## config.mk

```make
export PLATFORM = sky130hd
export DESIGN_NAME = onewire_bus_master_top
export DESIGN_NICKNAME = d
export VERILOG_FILES = /design/src/rtl/core/owm_pkg.sv /design/src/rtl/core/owm_front.sv /design/src/rtl/core/owm_back.sv /design/src/rtl/core/onewire_bus_master_top.sv
export SDC_FILE = /design/constraint.sdc
export NUM_CORES = 1
export LEC_CHECK = 0
export BUFFER_PORTS_ARGS = -buffer_cell sky130_fd_sc_hd__buf_2
export CELL_PAD_IN_SITES_DETAIL_PLACEMENT = 1
export CELL_PAD_IN_SITES_GLOBAL_PLACEMENT = 1
export CORE_AREA = 2 2 143 145
export CTS_CLUSTER_SIZE = 28
export DETAILED_ROUTE_END_ITERATION = 16
export DIE_AREA = 0 0 145 147
export GPL_TIMING_DRIVEN = 0
export PLACE_DENSITY_LB_ADDON = 0.1
export SYNTH_ARGS = -nofsm -noshare
export SYNTH_HDL_FRONTEND = slang
export SYNTH_SLANG_ARGS = --single-unit
```

## constraint.sdc

```tcl
create_clock -name clock -period 3.91 [get_ports clock]
set_clock_uncertainty 0.15 [all_clocks]
set_input_delay 0.5865 -clock clock [delete_from_list [all_inputs] [get_ports clock]]
set_output_delay 0.5865 -clock clock [all_outputs]
set_load 0.02 [all_outputs]
```

## src/rtl/core/owm_pkg.sv

```systemverilog
`timescale 1ns / 1ps
package owm_pkg;

   // request kinds
   localparam logic [2:0] KIND_TICK  = 3'd0;
   localparam logic [2:0] KIND_RESET = 3'd1;
   localparam logic [2:0] KIND_WBYTE = 3'd2;
   localparam logic [2:0] KIND_RBYTE = 3'd3;
   localparam logic [2:0] KIND_WBIT  = 3'd4;
   localparam logic [2:0] KIND_RBIT  = 3'd5;

   // line drive codes
   localparam logic [1:0] DRV_REL  = 2'd0;
   localparam logic [1:0] DRV_LOW  = 2'd1;
   localparam logic [1:0] DRV_HIGH = 2'd2;

   // slot timing in 1 us ticks
   localparam logic [8:0] T_RST_LOW  = 9'd480;
   localparam logic [8:0] T_RST_SAMP = 9'd70;
   localparam logic [8:0] T_RST_WAIT = 9'd410;
   localparam logic [8:0] T_WR1_LOW  = 9'd10;
   localparam logic [8:0] T_WR1_HIGH = 9'd55;
   localparam logic [8:0] T_WR0_LOW  = 9'd65;
   localparam logic [8:0] T_WR0_HIGH = 9'd5;
   localparam logic [8:0] T_RD_LOW   = 9'd3;
   localparam logic [8:0] T_RD_SAMP  = 9'd10;
   localparam logic [8:0] T_RD_WAIT  = 9'd53;

   typedef enum logic [1:0] {
      CLS_TICK,
      CLS_CMD,
      CLS_NOP
   } item_cls_type;

   typedef struct packed {
      item_cls_type cls;
      logic [2:0]   kind;
      logic [7:0]   load_data;  // shift register value for a command
      logic         line_level;
   } item_type;

endpackage

```

## src/rtl/core/owm_front.sv

```systemverilog
`timescale 1ns / 1ps
module owm_front (
   input  logic              clock,
   input  logic              reset,
   input  logic              req_valid,
   output logic              req_ready,
   input  logic [2:0]        req_kind,
   input  logic [7:0]        req_data,
   input  logic              req_line_level,
   output logic              q_valid,
   input  logic              q_ready,
   output owm_pkg::item_type q_item
);
   import owm_pkg::*;

   item_type   slot_ff [2];
   logic       wr_ptr_ff;
   logic       rd_ptr_ff;
   logic [1:0] count_ff;
   item_type   item_in;
   logic       push;
   logic       pop;

   always_comb begin
      item_in            = '0;
      item_in.kind       = req_kind;
      item_in.line_level = req_line_level;
      case (req_kind) inside
         KIND_TICK:              item_in.cls = CLS_TICK;
         [KIND_RESET:KIND_RBIT]: item_in.cls = CLS_CMD;
         default:                item_in.cls = CLS_NOP;
      endcase
      case (req_kind)
         KIND_WBYTE: item_in.load_data = req_data;
         KIND_WBIT:  item_in.load_data = {7'd0, req_data[0]};
         default:    item_in.load_data = 8'd0;
      endcase
   end

   assign req_ready = (count_ff != 2'd2);
   assign push      = req_valid && req_ready;
   assign q_valid   = (count_ff != 2'd0);
   assign pop       = q_valid && q_ready;
   assign q_item    = slot_ff[rd_ptr_ff];

   always_ff @(posedge clock) begin
      if (reset) begin
         wr_ptr_ff <= 1'b0;
         rd_ptr_ff <= 1'b0;
         count_ff  <= 2'd0;
      end else begin
         if (push) begin
            slot_ff[wr_ptr_ff] <= item_in;
            wr_ptr_ff          <= ~wr_ptr_ff;
         end
         if (pop) begin
            rd_ptr_ff <= ~rd_ptr_ff;
         end
         if (push && !pop) begin
            count_ff <= count_ff + 2'd1;
         end else if (pop && !push) begin
            count_ff <= count_ff - 2'd1;
         end
      end
   end

endmodule

```

## src/rtl/core/owm_back.sv

```systemverilog
`timescale 1ns / 1ps
module owm_back (
   input  logic              clock,
   input  logic              reset,
   input  logic              q_valid,
   output logic              q_ready,
   input  owm_pkg::item_type q_item,
   output logic              rsp_valid,
   input  logic              rsp_ready,
   output logic [1:0]        rsp_line_drive,
   output logic              rsp_busy_res,
   output logic              rsp_done_res,
   output logic [7:0]        rsp_read_value,
   output logic              rsp_presence,
   output logic              rsp_rejected
);
   import owm_pkg::*;

   typedef enum logic [3:0] {
      PH_IDLE,
      PH_RLOW,
      PH_RSAMP,
      PH_RWAIT,
      PH_WLOW,
      PH_WHIGH,
      PH_DLOW,
      PH_DSAMP,
      PH_DWAIT
   } phase_type;

   phase_type  phase_ff, phase_in;
   logic [2:0] operation_ff, operation_in;
   logic [8:0] tick_ff, tick_in;
   logic [2:0] bit_index_ff, bit_index_in;
   logic [7:0] shift_ff, shift_in;
   logic       presence_ff, presence_in;
   logic [1:0] drive_ff, drive_in;
   logic [7:0] read_hold_ff, read_hold_in;
   logic       done_in;
   logic       rej_in;
   logic       rsp_valid_ff;
   logic [1:0] rsp_drive_ff;
   logic       rsp_busy_ff;
   logic       rsp_done_ff;
   logic [7:0] rsp_read_ff;
   logic       rsp_presence_ff;
   logic       rsp_rej_ff;
   logic       pop;
   logic [8:0] tick_inc;
   logic       cur_bit;

   assign q_ready  = !rsp_valid_ff || rsp_ready;
   assign pop      = q_valid && q_ready;
   assign tick_inc = tick_ff + 9'd1;
   assign cur_bit  = shift_ff[bit_index_ff];

   always_comb begin
      phase_in     = phase_ff;
      operation_in = operation_ff;
      tick_in      = tick_ff;
      bit_index_in = bit_index_ff;
      shift_in     = shift_ff;
      presence_in  = presence_ff;
      drive_in     = drive_ff;
      read_hold_in = read_hold_ff;
      done_in      = 1'b0;
      rej_in       = 1'b0;
      case (q_item.cls)
         CLS_TICK: begin
            if (phase_ff != PH_IDLE) begin
               tick_in = tick_inc;
               case (phase_ff)
                  PH_RLOW: begin
                     if (tick_inc >= T_RST_LOW) begin
                        phase_in = PH_RSAMP;
                        drive_in = DRV_REL;
                        tick_in  = 9'd0;
                     end
                  end
                  PH_RSAMP: begin
                     if (tick_inc >= T_RST_SAMP) begin
                        presence_in = !q_item.line_level;
                        phase_in    = PH_RWAIT;
                        drive_in    = DRV_REL;
                        tick_in     = 9'd0;
                     end
                  end
                  PH_RWAIT: begin
                     if (tick_inc >= T_RST_WAIT) begin
                        done_in = 1'b1;
                     end
                  end
                  PH_WLOW: begin
                     if (tick_inc >= (cur_bit ? T_WR1_LOW : T_WR0_LOW)) begin
                        phase_in = PH_WHIGH;
                        drive_in = DRV_HIGH;
                        tick_in  = 9'd0;
                     end
                  end
                  PH_WHIGH: begin
                     if (tick_inc >= (cur_bit ? T_WR1_HIGH : T_WR0_HIGH)) begin
                        if (operation_ff == KIND_WBYTE && bit_index_ff != 3'd7) begin
                           bit_index_in = bit_index_ff + 3'd1;
                           phase_in     = PH_WLOW;
                           drive_in     = DRV_LOW;
                           tick_in      = 9'd0;
                        end else begin
                           done_in = 1'b1;
                        end
                     end
                  end
                  PH_DLOW: begin
                     if (tick_inc >= T_RD_LOW) begin
                        phase_in = PH_DSAMP;
                        drive_in = DRV_REL;
                        tick_in  = 9'd0;
                     end
                  end
                  PH_DSAMP: begin
                     if (tick_inc >= T_RD_SAMP) begin
                        if (q_item.line_level) begin
                           shift_in[bit_index_ff] = 1'b1;
                        end
                        phase_in = PH_DWAIT;
                        drive_in = DRV_REL;
                        tick_in  = 9'd0;
                     end
                  end
                  PH_DWAIT: begin
                     if (tick_inc >= T_RD_WAIT) begin
                        if (operation_ff == KIND_RBYTE && bit_index_ff != 3'd7) begin
                           bit_index_in = bit_index_ff + 3'd1;
                           phase_in     = PH_DLOW;
                           drive_in     = DRV_LOW;
                           tick_in      = 9'd0;
                        end else begin
                           read_hold_in = shift_ff;
                           done_in      = 1'b1;
                        end
                     end
                  end
                  default: begin
                     phase_in = PH_IDLE;
                     drive_in = DRV_REL;
                     tick_in  = 9'd0;
                  end
               endcase
               if (done_in) begin
                  phase_in = PH_IDLE;
                  drive_in = DRV_REL;
                  tick_in  = 9'd0;
               end
            end
         end
         CLS_CMD: begin
            if (phase_ff != PH_IDLE) begin
               rej_in = 1'b1;
            end else begin
               operation_in = q_item.kind;
               bit_index_in = 3'd0;
               shift_in     = q_item.load_data;
               drive_in     = DRV_LOW;
               tick_in      = 9'd0;
               case (q_item.kind)
                  KIND_RESET:            phase_in = PH_RLOW;
                  KIND_WBYTE, KIND_WBIT: phase_in = PH_WLOW;
                  default:               phase_in = PH_DLOW;
               endcase
            end
         end
         default: ;
      endcase
   end

   always_ff @(posedge clock) begin
      if (reset) begin
         phase_ff     <= PH_IDLE;
         operation_ff <= 3'd0;
         tick_ff      <= 9'd0;
         bit_index_ff <= 3'd0;
         shift_ff     <= 8'd0;
         presence_ff  <= 1'b0;
         drive_ff     <= DRV_REL;
         read_hold_ff <= 8'd0;
         rsp_valid_ff <= 1'b0;
      end else if (pop) begin
         phase_ff        <= phase_in;
         operation_ff    <= operation_in;
         tick_ff         <= tick_in;
         bit_index_ff    <= bit_index_in;
         shift_ff        <= shift_in;
         presence_ff     <= presence_in;
         drive_ff        <= drive_in;
         read_hold_ff    <= read_hold_in;
         rsp_valid_ff    <= 1'b1;
         rsp_drive_ff    <= drive_in;
         rsp_busy_ff     <= (phase_in != PH_IDLE);
         rsp_done_ff     <= done_in;
         rsp_read_ff     <= read_hold_in;
         rsp_presence_ff <= presence_in;
         rsp_rej_ff      <= rej_in;
      end else if (rsp_ready) begin
         rsp_valid_ff <= 1'b0;
      end
   end

   assign rsp_valid      = rsp_valid_ff;
   assign rsp_line_drive = rsp_drive_ff;
   assign rsp_busy_res   = rsp_busy_ff;
   assign rsp_done_res   = rsp_done_ff;
   assign rsp_read_value = rsp_read_ff;
   assign rsp_presence   = rsp_presence_ff;
   assign rsp_rejected   = rsp_rej_ff;

endmodule

```

## src/rtl/core/onewire_bus_master_top.sv

```systemverilog
`timescale 1ns / 1ps
// One-wire bus master stepped by request items: a tick request advances the running
// operation by one microsecond (sampling req_line_level), a command request starts a
// reset, byte/bit write or byte/bit read when idle and is flagged rejected when busy.
// Every request yields exactly one response with the line drive to apply and status.
// Throughput is one request per clock while rsp_ready is high; a request passes
// through the two-entry request queue, then the slot sequencer's response register.
// The sequencer's state update is the only loop, so there is no wait between requests.
module onewire_bus_master_top (
   input  logic       clock,
   input  logic       reset,
   input  logic       req_valid,
   output logic       req_ready,
   input  logic [2:0] req_kind,
   input  logic [7:0] req_data,
   input  logic       req_line_level,
   output logic       rsp_valid,
   input  logic       rsp_ready,
   output logic [1:0] rsp_line_drive,
   output logic       rsp_busy_res,
   output logic       rsp_done_res,
   output logic [7:0] rsp_read_value,
   output logic       rsp_presence,
   output logic       rsp_rejected
);
   import owm_pkg::*;

   logic     q_valid;
   logic     q_ready;
   item_type q_item;

   owm_front u_front (
      .clock          (clock),
      .reset          (reset),
      .req_valid      (req_valid),
      .req_ready      (req_ready),
      .req_kind       (req_kind),
      .req_data       (req_data),
      .req_line_level (req_line_level),
      .q_valid        (q_valid),
      .q_ready        (q_ready),
      .q_item         (q_item)
   );

   owm_back u_back (
      .clock          (clock),
      .reset          (reset),
      .q_valid        (q_valid),
      .q_ready        (q_ready),
      .q_item         (q_item),
      .rsp_valid      (rsp_valid),
      .rsp_ready      (rsp_ready),
      .rsp_line_drive (rsp_line_drive),
      .rsp_busy_res   (rsp_busy_res),
      .rsp_done_res   (rsp_done_res),
      .rsp_read_value (rsp_read_value),
      .rsp_presence   (rsp_presence),
      .rsp_rejected   (rsp_rejected)
   );

endmodule
```

==> metrics.md, run 1 <==
| Metric | Value |
|---|---|
| Top Ports | 32 |
| Largest delay share family, worst path | adder cells |
| Buf/Inv on CP | 2 |
| Worst-Margin Slew | 0.969 ns |
| PortBufs | 31 |
| Top cell type's share of synthesized area | 0.259 |
| Synth area leader | edfxtp_1 |
| Setup Crit Path Kind | register to register |
| Die height | approximately 150 um |
| Share of cells above drive strength 1 | 0.167 |
| Top FF cell, synth | dfxtp_1 |
| Power, Total | 3.49 mW |
| Die width | 145 um |
| Total CTS buffers | 9 |
| Pin count of the biggest net entering global routing | 18 |
| Minimum clock period | 3.76 ns |
| Post-Syn Nets | roughly 560 |
| Remaining DRCs | 0 |
| Mapped Area | 0.00488 sq mm |
| RSZ-0062 raised after global routing | no |
| First-pass GRT wire length | 24800 um |
| Final hold viol count | 0 |
| Final setup viols | 0 |
| Util after Layout | 0.292 |
| Top-count cell post-synth | nor2_1 |
| Post-synthesis mux area share | 0.0546 |
| Max cap viols | 0 |
| Skew-Pair Late Insertion Delay | 0.35 ns |
| Non-filler instance count after layout | ~860 |
| CTS clk-pin slew, worst paths | ~0.07 ns |
| Antenna cells | 0 |
| Final period utilization | 0.962 |
| Finished Cell Area | 0.00580 sq mm |
| Adder-cell share of the synthesized area | 0.0326 |
| Number of synthesized flops with an enable pin | 42 |
| Final nets | 610 |
| Startpoint Class | register |
| Slew HR | 0.335 |
| CTS tree | done |
| P&R area growth vs syn | 18.8% |
| PD cells | 602 mW/mm^2 |
| Max Freq | 0.266 GHz |
| Root buffer cell | clkbuf_16 |
| Simple-gate share of the synthesized area | 0.233 |
| Hold slack final | 0.274 ns |
| CP required | between 4 and 5 ns |
| Total vias in the final route | 4315 |
| Worst-path maximum fanout | 10 |
| FP Rows | 52 |
| Detailed Route WL | 15400 um |
| GRT Overall Usage | 0.147 |
| Yosys warns | 0 |
| Initial drt markers | approximately 190 |
| Area of the die | 0.0213 sq mm |
| Gpl congestion | 0.822 |
| Post-Syn Area per Cell | 9.08 sq um |
| Sequential fraction of the synthesis area | 0.439 |
| Post-synthesis xor/xnor area fraction | 0.0285 |
| WL per Instance | 17.9 um |
| Top cells by area, synth | edfxtp_1 (26%), dfxtp_1 (18%), nor2_1 (4.9%), nor3_1 (3.4%), a21oi_1 (3.1%) |
| DP Area | about 0.0054 sq mm |
| CP Capture Type | register |
| Compound-Gate Fraction of Synth Area | 0.171 |
| Clk sinks | between 80 and 90 |
| CP max stage cell | a2111o_1 |
| Filler instances | between 2000 and 2500 |
| H-Tree Depth | 3 |
| Distinct cells, synth | 65 |
| Initial core utilization | 0.246 |
| Cells after Synth | 537 |
| Vias/cell | approximately 5.0 |
| Min-Delay Path Class | primary input to register |
| Main combinational cell family by area after synthesis | simple AND/OR/NAND/NOR gates |
| Count of final max-slew check failures | 0 |
| Commonest cells in the synthesized netlist | nor2_1 (64), dfxtp_1 (44), edfxtp_1 (42) |
| Core area | roughly 0.02 sq mm |
| P_leak | 2.08 nW |
| Post-synthesis register bit count | 86 |
| Peak supply drop | 219 uV |
| Crit path largest cell delay | about 0.50 ns |
| DP Wirelength | 11700 um |
| DRT Pass-1 Iters | 4 |
| Congestion Overflow GR | 0 |
| Status | finished clean |
| Initial antenna violation count | 0 |
| Worst path cell trace | buf_4, inv_1, ha_2, ha_1, nor2b_1, o211ai_1, and3_1, maj3_2, a2111o_1, a21o_1, or3b_1, a21oi_1 |
| Ys async rst share | 0 |
| Crit path DAT | approximately 3.9 ns |
| Vias in the first global route | 4367 |
| Maximum root-to-sink buffer count | 2 |
| Placed cell count | 839 |
| Antenna viol nets, final | 0 |
[area by class of cell]
cell class,count,area [sq um],area share
plain buffers,30,141,0.0244
clock buffers,9,225,0.0389
clock inverters,7,65.1,0.0112
inverters,18,70.1,0.0121
multi-input cells,402,2610,0.450
flip-flops and latches,86,2150,0.371
well taps,270,338,0.0583
repair buffers,36,196,0.0339
[sequential cells by signal (all words and copies together), names as in the netlist, named ones only]
signal,cells
u_front.slot_ff,28
u_back.tick_ff,9
u_back.read_hold_ff,8
u_back.rsp_read_value,8
u_back.shift_ff,8
u_back.phase_ff,4
u_back.bit_index_ff,3
u_back.operation_ff,3
u_back.drive_ff,2
u_back.rsp_line_drive,2
u_front.count_ff,2
u_back.presence_ff,1
u_back.rsp_busy_res,1
u_back.rsp_done_res,1
u_back.rsp_presence,1
u_back.rsp_rejected,1
u_back.rsp_valid,1
u_front.rd_ptr_ff,1
u_front.wr_ptr_ff,1
[worst paths after layout]
| check | endpoint | cells after the start | from | slack (ns) |
|---|---|---|---|---|
| worst min-delay path | u_front.slot_ff[1][0]$_DFFE_PP_ | 1 | req_line_level | 0.27 |
| worst max-delay path | u_back.bit_index_ff[0]$_SDFFE_PP0P_ | 12 | u_back.tick_ff[0]$_SDFFE_PP0P_ | 0.15 |
| worst max register to register | u_back.bit_index_ff[0]$_SDFFE_PP0P_ | 12 | u_back.tick_ff[0]$_SDFFE_PP0P_ | 0.15 |
| worst min register to register | u_back.presence_ff$_SDFFE_PP0P_ | 2 | u_back.presence_ff$_SDFFE_PP0P_ | 0.35 |
[layout by cell type (no fill, tap or decap), types with 18 or more instances in the layout]
master | Yosys | routed
nor2_1 | 64 | 64
edfxtp_1 | 42 | 42
dfxtp_1 | 44 | 40
buf_2 | 6 | 36
nand2_1 | 34 | 34
nor3_1 | 33 | 32
a21oi_1 | 30 | 30
o21ai_0 | 28 | 27
clkbuf_1 | 20 | 18
[worst reg2reg max path, stage by stage, from the launching register on]
cell and delay [ns]:
dfxtp_4 0.41, buf_4 0.20, inv_1 0.12, ha_2 0.37, ha_1 0.33, nor2b_1 0.13, o211ai_1 0.16, and3_1 0.25
maj3_2 0.33, a2111o_1 0.50, a21o_1 0.24, or3b_1 0.35, a21oi_1 0.13
[through the flow]
stage | setup WS [ns] | TNS, ns
finish | 0.147 | 0
global route | 0.00366 | 0
CTS | 0.00500 | 0
detailed placement | -0.673 | -9.59
global placement | -0.690 | -9.26
floorplan | 0.256 | 0
[logic make-up after synthesis]
kind of cell               count (synthesis)
AOI/OAI and AO/OA                        125
xor gates and xnor gates                  15
adders and majority gates                 13
buffers and inverters                     49
DFF                                       86
muxes                                     25
and+or+nand+nor                          224
[repair_timing]
| action | 4_1_cts | 5_1_grt |
|---|---|---|
| buffers inserted | 3 | 1 |
| cloned | 0 | 0 |
| pin swaps | 3 | 3 |
| hold buffers | 0 | 0 |
| endpoints found under the hold margin | 0 | 0 |
| endpoints found under the setup margin | 22 | 24 |
| gates resized for setup | 11 | 15 |
[power breakdown]
| group | leakage (nW) | internal [mW] | total, mW | switching (mW) |
|---|---|---|---|---|
| Sequential | 0.754 | 1.14 | 1.22 | 0.0842 |
| Clock | 0.140 | 0.447 | 0.851 | 0.404 |
| Combinational | 1.18 | 0.482 | 1.42 | 0.938 |
[routing by layer]
layer / up-vias / GRT usage / routed length [um]
li1: 2068 / - / -
met1: 2164 / 0.201 / 7570
met2: 66 / 0.238 / 7070
met3: 17 / 0.0307 / 454
met4: 0 / 0.0406 / 261
met5: - / 0 / 0
Power figures use the tool's default switching activity.
==> run 2: changes to the inputs <==
--- a/config.mk
+++ b/config.mk
@@ -8,12 +8,13 @@
 export BUFFER_PORTS_ARGS = -buffer_cell sky130_fd_sc_hd__buf_2
 export CELL_PAD_IN_SITES_DETAIL_PLACEMENT = 1
 export CELL_PAD_IN_SITES_GLOBAL_PLACEMENT = 1
-export CORE_AREA = 2 2 143 145
+export CORE_AREA = 2 2 146 148
 export CTS_CLUSTER_SIZE = 28
 export DETAILED_ROUTE_END_ITERATION = 16
-export DIE_AREA = 0 0 145 147
+export DIE_AREA = 0 0 148 150
 export GPL_TIMING_DRIVEN = 0
 export PLACE_DENSITY_LB_ADDON = 0.1
 export SYNTH_ARGS = -nofsm -noshare
 export SYNTH_HDL_FRONTEND = slang
+export SYNTH_HIERARCHICAL = 1
 export SYNTH_SLANG_ARGS = --single-unit
==> run 2 against run 1 <==
  * Sequential power about the same
  * Wire length up 1.5%
  * Worst setup slack got worse by 0.0045 ns
  * Worst hold slack better by 0.016 ns
  * Critical path type unchanged
  * Critical endpoint is now u_back/rsp_busy_res$_DFFE_PP_
  * Highest routed layer unchanged
==> metrics.md, run 2 <==
| Metric | Value |
|---|---|
| Cell mode on critical path | buf_4 |
| Largest Register | u_front/slot_ff |
| Total vias in the final route | 4315 (unchanged) |
| Final worst slack | 0.143 ns (-0.00449 ns) |
| Worst-Margin Slew | 0.869 ns (-0.100 ns) |
| Initial drt markers | 238 (+27%) |
| Synth area leader | edfxtp_1 |
| Die height | 150 um (+2.0%) |
| Final hold viol count | 0 (unchanged) |
| DRT Pass-1 Iters | 4 (unchanged) |
| Leading cell type in the layout, fill and taps excluded | nor2_1 |
| Worst-path maximum fanout | 9 (-1) |
| Yosys warns | 6 (+6) |
| Top FF cell, synth | dfxtp_1 |
| Antenna cells | 0 (unchanged) |
| Largest registers | u_front/slot_ff x28, u_back/tick_ff x9 |
| R2R cell count | 14 (+2) |
| Antenna viol nets, final | 0 (unchanged) |
| P_leak | 2.17 nW (+4.6%) |
| Top Ports | 32 (unchanged) |
| Setup Crit Path Kind | register to register |
| Initial antenna violation count | 0 (unchanged) |
| First-pass GRT wire length | 24800 um (+0.34%) |
| PD cells | 618 mW/mm^2 (+2.6%) |
| Commonest cells in the synthesized netlist | nor2_1 (71), dfxtp_1 (44), edfxtp_1 (42) |
| Vias in the first global route | 4403 (+0.82%) |
| Total CTS buffers | 9 (unchanged) |
| Final period utilization | 0.963 (+0.00115) |
| Gpl congestion | 0.818 (-0.44%) |
| Post-place setup slack | -0.538 ns (+0.135 ns) |
| P&R area growth vs syn | 19.8% |
| Highest-count cells in the layout ignoring fill and taps | nor2_1 (70), dfxtp_1 (42), edfxtp_1 (42) |
| PortBufs | 31 (unchanged) |
| CP required | 3.84 ns (-0.18 ns) |
| Root buffer cell | clkbuf_16 |
| CP Capture Type | register |
| Top-count cell post-synth | nor2_1 |
| Post-synthesis register bit count | 86 (unchanged) |
| Worst path cell trace | buf_6, mux4_2, mux2i_4, buf_4, buf_4, ha_2, o311a_1, a211oi_4, a211oi_2, nor3_4, buf_4, a41oi_2, a21oi_1, or4_4 |
| Skew-Pair Late Insertion Delay | 0.35 ns (about the same) |
| Ys async rst share | 0 (unchanged) |
| Mapped Area | 0.00504 sq mm (+3.4%) |
| Min-Delay Path Class | primary input to register |
| Top cell type's share of synthesized area | 0.250 (-0.00847) |
| Final setup viols | 0 (unchanged) |
| WL per Instance | 17.8 um (-0.45%) |
| Peak supply drop | 237 uV (+8.2%) |
| Crit path DAT | 3.70 ns (-0.18 ns) |
| Clk sinks | 86 (unchanged) |
| CTS tree | done |
| RSZ-0062 raised after global routing | no |
| # hold bufs at CTS | 0 (unchanged) |
| CTS clk-pin slew, worst paths | 0.07 ns (about the same) |
| Area of the die | 0.0222 sq mm (+4.2%) |
| Post-Syn Area per Cell | 9.27 sq um (+2.1%) |
| Minimum clock period | 3.77 ns (+0.00449 ns) |
| Die width | 148 um (+2.1%) |
| DP Wirelength | 11800 um (+1.1%) |
| Top cells by area, synth | edfxtp_1 (25%), dfxtp_1 (17%), nor2_1 (5.3%), mux2_2 (4.9%), nor3_1 (3.0%) |
| Power, Total | 3.73 mW (+7.0%) |
| Initial core utilization | 0.244 (-0.00207) |
| Largest register FFs | 28 (unchanged) |
| Crit path largest cell delay | 0.53 ns (+0.03 ns) |
| Detailed Route WL | 15600 um (+1.5%) |
| Pin count of the biggest net entering global routing | 16 (-2) |
| Core area | 0.0207 sq mm (+4.3%) |
| Maximum root-to-sink buffer count | 2 (unchanged) |
| Congestion Overflow GR | 0 (unchanged) |
| Slew HR | 0.413 (+0.0773) |
| Share of cells above drive strength 1 | 0.217 (+0.0500) |
| Hold path cells | 1 (unchanged) |
| CP max stage cell | mux4_2 |
| Number of synthesized flops with an enable pin | 42 (unchanged) |
| Startpoint Class | register |
| Cells after Synth | 544 (+1.3%) |
| Count of final max-slew check failures | 0 (unchanged) |
| Final nets | 622 (+2.0%) |
| FP Rows | 53 (+1.9%) |
| Max Freq | 0.265 GHz (-0.12%) |
| GRT Overall Usage | 0.145 (-0.00263) |
| Remaining DRCs | 0 (unchanged) |
| Sequential fraction of the synthesis area | 0.425 (-0.0144) |
| Max cap viols | 0 (unchanged) |
| Post-Syn Nets | 570 (+1.1%) |
| Distinct cells, synth | 78 (+20%) |
| Vias/cell | 4.93 (-1.9%) |
| Status | finished clean |
| H-Tree Depth | 3 (unchanged) |
-- run 2: per-stage QoR --
stage / area, sq um / util / hold slack [ns] / cells / setup TNS, ns
floorplan: 5040 / - / 0.286 / 544 / 0
global placement: 5540 / 0.268 / 0.297 / 850 / -6.21
detailed placement: 5600 / 0.271 / 0.329 / 854 / -6.42
CTS: 5950 / 0.287 / 0.277 / 871 / 0
global route: 6040 / 0.292 / 0.278 / 875 / 0
finish: 6040 / 0.292 / 0.290 / 875 / 0
-- run 2: area by class of cell --
type,instances,area (sq um)
fill,2403,14600
clock inverter,6,70.1
tap,275,344
buffer,33,161
timing repair buffer,41,243
clock buffer,9,225
multi-input combinational,411,2800
inverter,14,52.6
sequential,86,2140
-- run 2: kinds of logic after synthesis --
logic type	count (synthesis)	synth area share
AND/OR/NAND/NOR	243	0.256
AO/OA/AOI/OAI	113	0.156
flip-flops	86	0.425
buffers and inverters	47	0.0407
multiplexers	31	0.0727
XOR/XNOR	13	0.0226
adder cells (fa/ha/maj)	11	0.0268
-- run 2: report_power, final --
group	internal (mW)	leakage [nW]	switching (mW)
Combinational	0.567	1.28	1.04
Clock	0.498	0.140	0.392
Sequential	1.13	0.753	0.102
-- run 2: critical path: cells and delay by family (launching register included) --
family	cells	cell delay (ns)
flops	1	0.34
fa+ha+maj	1	0.22
simple gates	2	0.59
buf+inv	4	0.60
compound gates	5	0.88
mux	2	0.74
-- run 2: worst paths after layout --
check	to	slack, ns	startpoint
hold reg to reg	u_back/presence_ff$_SDFFE_PP0P_	0.33	u_back/presence_ff$_SDFFE_PP0P_
setup / recovery	u_back/rsp_busy_res$_DFFE_PP_	0.14	u_back/bit_index_ff[0]$_SDFFE_PP0P_
hold / removal	u_front/slot_ff[0][0]$_DFFE_PP_	0.29	req_line_level
setup reg to reg	u_back/rsp_busy_res$_DFFE_PP_	0.14	u_back/bit_index_ff[0]$_SDFFE_PP0P_
-- run 2: timing repair --
action,in CTS,in global routing
buffers inserted,2,4
endpoints found under the setup margin,21,17
pin swaps,2,7
resized for setup,10,15
-- run 2: per-layer routing --
metal | vias to the layer above | track usage | part of all wire
met5 | - | 0 | 0
met4 | 0 | 0.0314 | 0.0069
met3 | 7 | 0.0268 | 0.042
li1 | 2105 | - | -
met2 | 72 | 0.236 | 0.46
met1 | 2131 | 0.200 | 0.49
